`src/hdl/wcb_pkg.sv`:
```
`default_nettype none
package wcb_pkg;

   localparam int NUM_WINDOWS_DEFAULT = 4096;
   localparam int SUM_W = 40;
   localparam int AVG_W = 48;
   localparam int WS_W = 21;
   localparam logic [WS_W-1:0] BIN_WIDTH_RESET = 21'd10000;
   localparam logic [31:0] REF_LENGTH_RESET = 32'd0;
   localparam logic REG_BIN_WIDTH = 1'b0;
   localparam logic REG_REF_LENGTH = 1'b1;
   localparam logic KIND_ACCUMULATE = 1'b0;
   localparam logic KIND_QUERY = 1'b1;

   typedef enum logic [1:0] {
      STATUS_OK    = 2'd0,
      STATUS_RANGE = 2'd1,
      STATUS_ZERO  = 2'd2
   } status_type;

   typedef struct packed {
      logic        kind;
      logic [31:0] position;
      logic [15:0] depth;
      logic [11:0] window_index;
   } req_type;

   typedef struct packed {
      logic [31:0]      window_start;
      logic [31:0]      window_end;
      logic [AVG_W-1:0] average;
      logic [1:0]       status;
   } rsp_type;

   typedef enum logic [3:0] {
      ST_CLEAR,
      ST_IDLE,
      ST_DISPATCH,
      ST_DIV,
      ST_MUL,
      ST_CHECK,
      ST_UPDATE,
      ST_QCHK,
      ST_QDIV
   } state_type;

   typedef struct packed {
      logic       load_req;
      logic       div_start;
      logic       div_avg;
      logic       mul_load;
      logic       rd_en;
      logic       upd_wr;
      logic       clr_wr;
      logic       rsp_en;
      status_type rsp_status;
   } cmd_type;

   typedef struct packed {
      logic is_query;
      logic div_done;
      logic in_range;
      logic len_zero;
      logic clr_done;
   } sts_type;

endpackage
`default_nettype wire

```
`src/hdl/wcb_ctrl.sv`:
```
`default_nettype none
module wcb_ctrl (
   input  wire logic             clock,
   input  wire logic             reset,
   input  wire logic             start,
   output logic                  busy,
   input  wire wcb_pkg::sts_type sts,
   output wcb_pkg::cmd_type      cmd
);

   wcb_pkg::state_type state_ff, state_in;

   always_ff @(posedge clock) begin
      if (reset) begin
         state_ff <= wcb_pkg::ST_CLEAR;
      end else begin
         state_ff <= state_in;
      end
   end

   always_comb begin
      state_in = state_ff;
      cmd = '0;
      cmd.rsp_status = wcb_pkg::STATUS_OK;
      unique case (state_ff)
         wcb_pkg::ST_CLEAR: begin
            cmd.clr_wr = 1'b1;
            if (sts.clr_done) begin
               state_in = wcb_pkg::ST_IDLE;
            end
         end
         wcb_pkg::ST_IDLE: begin
            if (start) begin
               cmd.load_req = 1'b1;
               state_in = wcb_pkg::ST_DISPATCH;
            end
         end
         wcb_pkg::ST_DISPATCH: begin
            if (sts.is_query) begin
               state_in = wcb_pkg::ST_MUL;
            end else begin
               cmd.div_start = 1'b1;
               state_in = wcb_pkg::ST_DIV;
            end
         end
         wcb_pkg::ST_DIV: begin
            if (sts.div_done) begin
               state_in = wcb_pkg::ST_MUL;
            end
         end
         wcb_pkg::ST_MUL: begin
            cmd.mul_load = 1'b1;
            state_in = wcb_pkg::ST_CHECK;
         end
         wcb_pkg::ST_CHECK: begin
            cmd.rd_en = 1'b1;
            if (!sts.in_range) begin
               cmd.rsp_en = 1'b1;
               cmd.rsp_status = wcb_pkg::STATUS_RANGE;
               state_in = wcb_pkg::ST_IDLE;
            end else if (sts.is_query) begin
               state_in = wcb_pkg::ST_QCHK;
            end else begin
               state_in = wcb_pkg::ST_UPDATE;
            end
         end
         wcb_pkg::ST_UPDATE: begin
            cmd.upd_wr = 1'b1;
            state_in = wcb_pkg::ST_IDLE;
         end
         wcb_pkg::ST_QCHK: begin
            if (sts.len_zero) begin
               cmd.rsp_en = 1'b1;
               cmd.rsp_status = wcb_pkg::STATUS_ZERO;
               state_in = wcb_pkg::ST_IDLE;
            end else begin
               cmd.div_start = 1'b1;
               cmd.div_avg = 1'b1;
               state_in = wcb_pkg::ST_QDIV;
            end
         end
         wcb_pkg::ST_QDIV: begin
            if (sts.div_done) begin
               cmd.rsp_en = 1'b1;
               cmd.rsp_status = wcb_pkg::STATUS_OK;
               state_in = wcb_pkg::ST_IDLE;
            end
         end
         default: begin
            state_in = wcb_pkg::ST_IDLE;
         end
      endcase
   end

   assign busy = (state_ff != wcb_pkg::ST_IDLE);

endmodule
`default_nettype wire

```
`config.mk`:
```
export PLATFORM = sky130hd
export DESIGN_NAME = wcb_ctrl
export DESIGN_NICKNAME = d
export VERILOG_FILES = /design/src/hdl/wcb_pkg.sv /design/src/hdl/wcb_ctrl.sv
export SDC_FILE = /design/constraint.sdc
export NUM_CORES = 1
export LEC_CHECK = 0
export BUFFER_PORTS_ARGS = -buffer_cell sky130_fd_sc_hd__buf_2
export CAP_MARGIN = 20
export CORE_AREA = 2 2 39 41
export DETAILED_ROUTE_END_ITERATION = 16
export DIE_AREA = 0 0 41 43
export PLACE_DENSITY_LB_ADDON = 0.2
export SLEW_MARGIN = 20
export SYNTH_ARGS = -nofsm -noshare
export SYNTH_HDL_FRONTEND = slang
export SYNTH_SLANG_ARGS = --single-unit
```
`constraint.sdc`:
```
create_clock -name clock -period 1.4 [get_ports clock]
set_input_delay 0.21 -clock clock [delete_from_list [all_inputs] [get_ports clock]]
set_output_delay 0.21 -clock clock [all_outputs]
set_load 0.02 [all_outputs]
```
-- Word level (Yosys, flattened, before mapping)
Index checks and enable logic that the tools add are counted.
- flip-flop bits (word level): 4
- latch bits: 0
- RAM bits: 0
- bits in read-only memories: 0
- input bits: 8
- output and inout port bits: 11
- logic and storage cells: 39
- memories: 0
- $add $sub $neg: 0
- multiply operators: 0
- divide/modulo/power cells: 0
- magnitude comparators: 0
- equality and inequality tests: 13
- shift-type cells: 0
- mux-type cells: 23
- bitwise logic cells: 0
- reduce and logical (&&, ||, !) cells: 2
- operators with widths (operator ; count):
    one-hot mux 4 bit (8 select lines) ; 1
    2-to-1 mux 4 bit ; 6
    equality test 4 x 3 -> 1 bit (second input constant) ; 4
    2-to-1 mux 3 bit ; 4
    2-to-1 mux 1 bit ; 9
    one-hot mux 3 bit (3 select lines) ; 1
    equality test 4 x 2 -> 1 bit (second input constant) ; 2
    inequality test 2 bit (second input constant) ; 4
    equality test 4 x 1 -> 1 bit (second input constant) ; 1
    equality test 4 bit (second input constant) ; 1
    zero test 4 bit ; 1
    inequality test 4 x 1 -> 1 bit (second input constant) ; 1
    AND reduction 4 bit ; 1
    2-to-1 mux 2 bit ; 1
    one-hot mux 1 bit (2 select lines) ; 1

-- Longest topological paths before layout
- depth after elaboration: 3
- depth in mapped cells: 6
- depth with buffers taken out: 4

-- Worst setup path after synthesis
Ideal clock, no wire load.
- kind: reg2out
- from: register state_ff[0]
- to: output cmd[8] (netlist name)
- data arrival time: 1.355 ns
- required time: 1.190 ns
- slack: -0.165 ns
- stages on the path, launching flop included: 6
- path buffers: 2
- cells stage by stage: dfxtp_1 -> buf_4 -> buf_2 -> nor3_1 -> a31oi_1 -> nor3b_1
- RTL lines (item ; RTL line ; RTL):
    start: declaration ; wcb_ctrl.sv:11 ; wcb_pkg::state_type state_ff, state_in;
    start signal: assignment ; wcb_ctrl.sv:15 ; state_ff <= wcb_pkg::ST_CLEAR;
    start signal: assignment ; wcb_ctrl.sv:17 ; state_ff <= state_in;
    end: declaration ; wcb_ctrl.sv:8 ; output wcb_pkg::cmd_type cmd

==> results_dict.tcl <==
set metrics [dict create \
    first_global_vias 504 \
    core_region_area_sq_mm 0.001384 \
    cp-start-kind "register" \
    cp_cell_sequence "nand2b_4 -> or3_4 -> o21ai_2 -> buf_6" \
    ys_warn_count 0 \
    dp.cells 98 \
    relSlewSlack 0.7949 \
    drt_iter0_markers 3 \
    slew_violations 0 \
    instances_no_fill 103 \
    final_nets 97 \
    hold_viol 0 \
    top_register "state_ff" \
    n_antenna_cell 0 \
    violations "negative setup slack" \
    yosysTopAreaCell "dfxtp_1" \
    rows 14 \
    required_ns 1.19 \
    max_freq_ghz 0.6505 \
    setup_slack_ns -0.1374 \
    grt_max_degree 13 \
    path_clk_slew_ns 0.03 \
    port_buffers 18 \
    syn_area_per_cell_sq_um 7.550 \
    clkLatencyLatePin_ns 0.23 \
    io_pins 19 \
    wl_per_cell_um 12.15 \
    final_area_sq_um 732.0 \
    firstDrtPassIters 2 \
    place_hpwl_um 927.6 \
    synth_area_leaders "dfxtp_1 (18%), nor3_1 (5.6%), a31oi_1 (4.2%)" \
    worst_ep_arrival_time_ns 1.33 \
    htreeDepth 1 \
    viasPerCell 5.243 \
    antenna_found_initial 0 \
    area_delta_synth_final_pct 64.33 \
    ir_drop_uv 421.0 \
    synth_cell_types 31 \
    path_class "reg -> out" \
    use_met1 0.1827 \
    grt_use_met3 0.03141 \
    final_util 0.5289 \
    hold_buffers 0 \
    ys_seq_area_frac 0.1798 \
    wirelength_um 1251 \
    cts_sinks 4 \
    post-route-period-util 1.098 \
    synth.cell_area_sq_um 445.4 \
    die_h_um 43 \
    slowest_delay_ns 0.40 \
    met2_usage 0.2906 \
    cts_tree "done" \
    drc_errors 0 \
    hold_slack_ns 0.2266 \
    largest_reg_flops 4 \
    die_area_sq_mm 0.001763 \
    drive_gt1_frac 0.5632 \
    critPathSlowestCell "or3_4" \
    die_x_um 41 \
    worstMarginPinSlew_ns 0.3034 \
    synth-seq-cells 4 \
    numCtsBuffers 3 \
    setup_violations 7 \
    max_cap_viol_count 0 \
    clock_path_buffers 2 \
    period_minus_slack_ns 1.537 \
    grt_pass1_wl_um 2014 \
    synth_fp_nets 67 \
    netlist_instances 59 \
    rsz0062_at_grt "yes" \
    start_util 0.3219 \
    busiest_layer "met2" \
    grt.total_usage 0.1655 \
    outcome "finished, violations left" \
    p_leak_uw 0.0003478 \
    fin_skew_ns 0.001587 \
    ant_nets 0 \
    reg_top3 "state_ff: 4 flops" \
    cp-end-kind "output port" \
    hold_class "in -> reg" \
    setup_tns_ns -0.4649 \
    crit_path_max_fanout 5 \
    synth_top_area_frac 0.1798 \
    grt-ovfl-total 0 \
    vias 540 \
    gp_congestion 0.7825 \
    placed_cell_area_sq_um 611.8 \
    r2r_slack_ns 0.14 \
    power.density_mw_per_mm2 564.3 \
    root_buffer "clkbuf_4" \
]
[critical path: cells and delay by family (launching register included)]
| kind | cells | cell delay (ns) |
|---|---|---|
| simple gates | 2 | 0.55 |
| compound gates | 1 | 0.08 |
| flops | 1 | 0.34 |
| buf+inv | 1 | 0.13 |
[per-layer routing]
| metal | vias up | wire [um] |
|---|---|---|
| met1 | 263 | 548 |
| met3 | 0 | 16 |
| met2 | 4 | 686 |
| li1 | 273 | - |
| met5 | - | 0 |
| met4 | 0 | 0 |
[final timing paths]
path               startpoint           to  depth (start not counted)
setup / recovery  state_ff[3]       cmd[2]                          4
hold / removal          reset  state_ff[2]                          2
setup reg to reg  state_ff[2]  state_ff[1]                          4
hold reg to reg   state_ff[0]  state_ff[1]                          3
[per-stage QoR]
step	power (uW)	setup slack, ns
floorplan	210.5	-0.003606
global placement	255.5	0.02784
detailed placement	256.0	0.03794
CTS	410.0	-0.1192
global route	437.9	-0.1709
finish	413.0	-0.1374
[layout make-up]
class	count	area, sq um
fill	151	651.9
multi-input combinational	47	374.1
timing repair buffer	29	209.0
sequential	4	91.34
clock buffer	3	22.52
tap	16	20.02
inverter	4	15.01
[kinds of logic (layout without fill, tap and decap cells)]
kind of cell              count (synthesis)  in the layout  share of synthesized area
and+or+nand+nor                          31             31                     0.4382
AOI/OAI and AO/OA                        14             14                     0.2528
buffers and inverters                     8             36                    0.08426
DFF                                       4              4                     0.1798
xor gates and xnor gates                  1              1                    0.01967
muxes                                     1              1                    0.02528
[power breakdown]
part / internal (uW) / leakage [uW] / total, uW / switching, uW
Sequential: 116 / 0.0000347 / 123 / 6.53
Combinational: 76.3 / 0.000299 / 154 / 78.2
Clock: 95.4 / 0.0000138 / 136 / 40.3
Total: 288 / 0.000348 / 413 / 125
[placed cells by master (no fill, tap or decap), types with 2 or more instances in the layout]
cell type,n
nand2_1,5
inv_1,3
buf_6,5
buf_2,14
a21oi_1,2
nor2b_1,3
clkbuf_4,3
nor3_1,4
nor2_1,4
and3_1,2
buf_4,9
dfxtp_4,3
a31oi_1,3
[repair_timing]
item,in CTS,in global routing
setup endpoints to repair,10,11
setup buffers,1,1
gates resized for setup,18,6
hold endpoints to repair,0,0
pin swaps,3,1
[Yosys cell counts]
cell type / count
o21ba_1: 1
a31oi_1: 3
o21ai_1: 1
o21a_1: 1
nor4_1: 1
o21ai_0: 1
a22oi_1: 1
mux2_1: 1
nor4b_2: 1
nand2_2: 1
xor2_1: 1
or3_4: 1
nand2b_4: 1
nand2_1: 5
or4b_1: 1
a21oi_1: 2
o221ai_2: 1
inv_1: 4
nor3_1: 5
nor2b_1: 3
and2_1: 1
o22a_1: 1
buf_4: 1
o211ai_2: 1
nor2_1: 5
o31ai_2: 1
nor3b_1: 2
buf_2: 3
and3_1: 2
nor4b_1: 2
dfxtp_1: 4
Power figures use the tool's default switching activity.
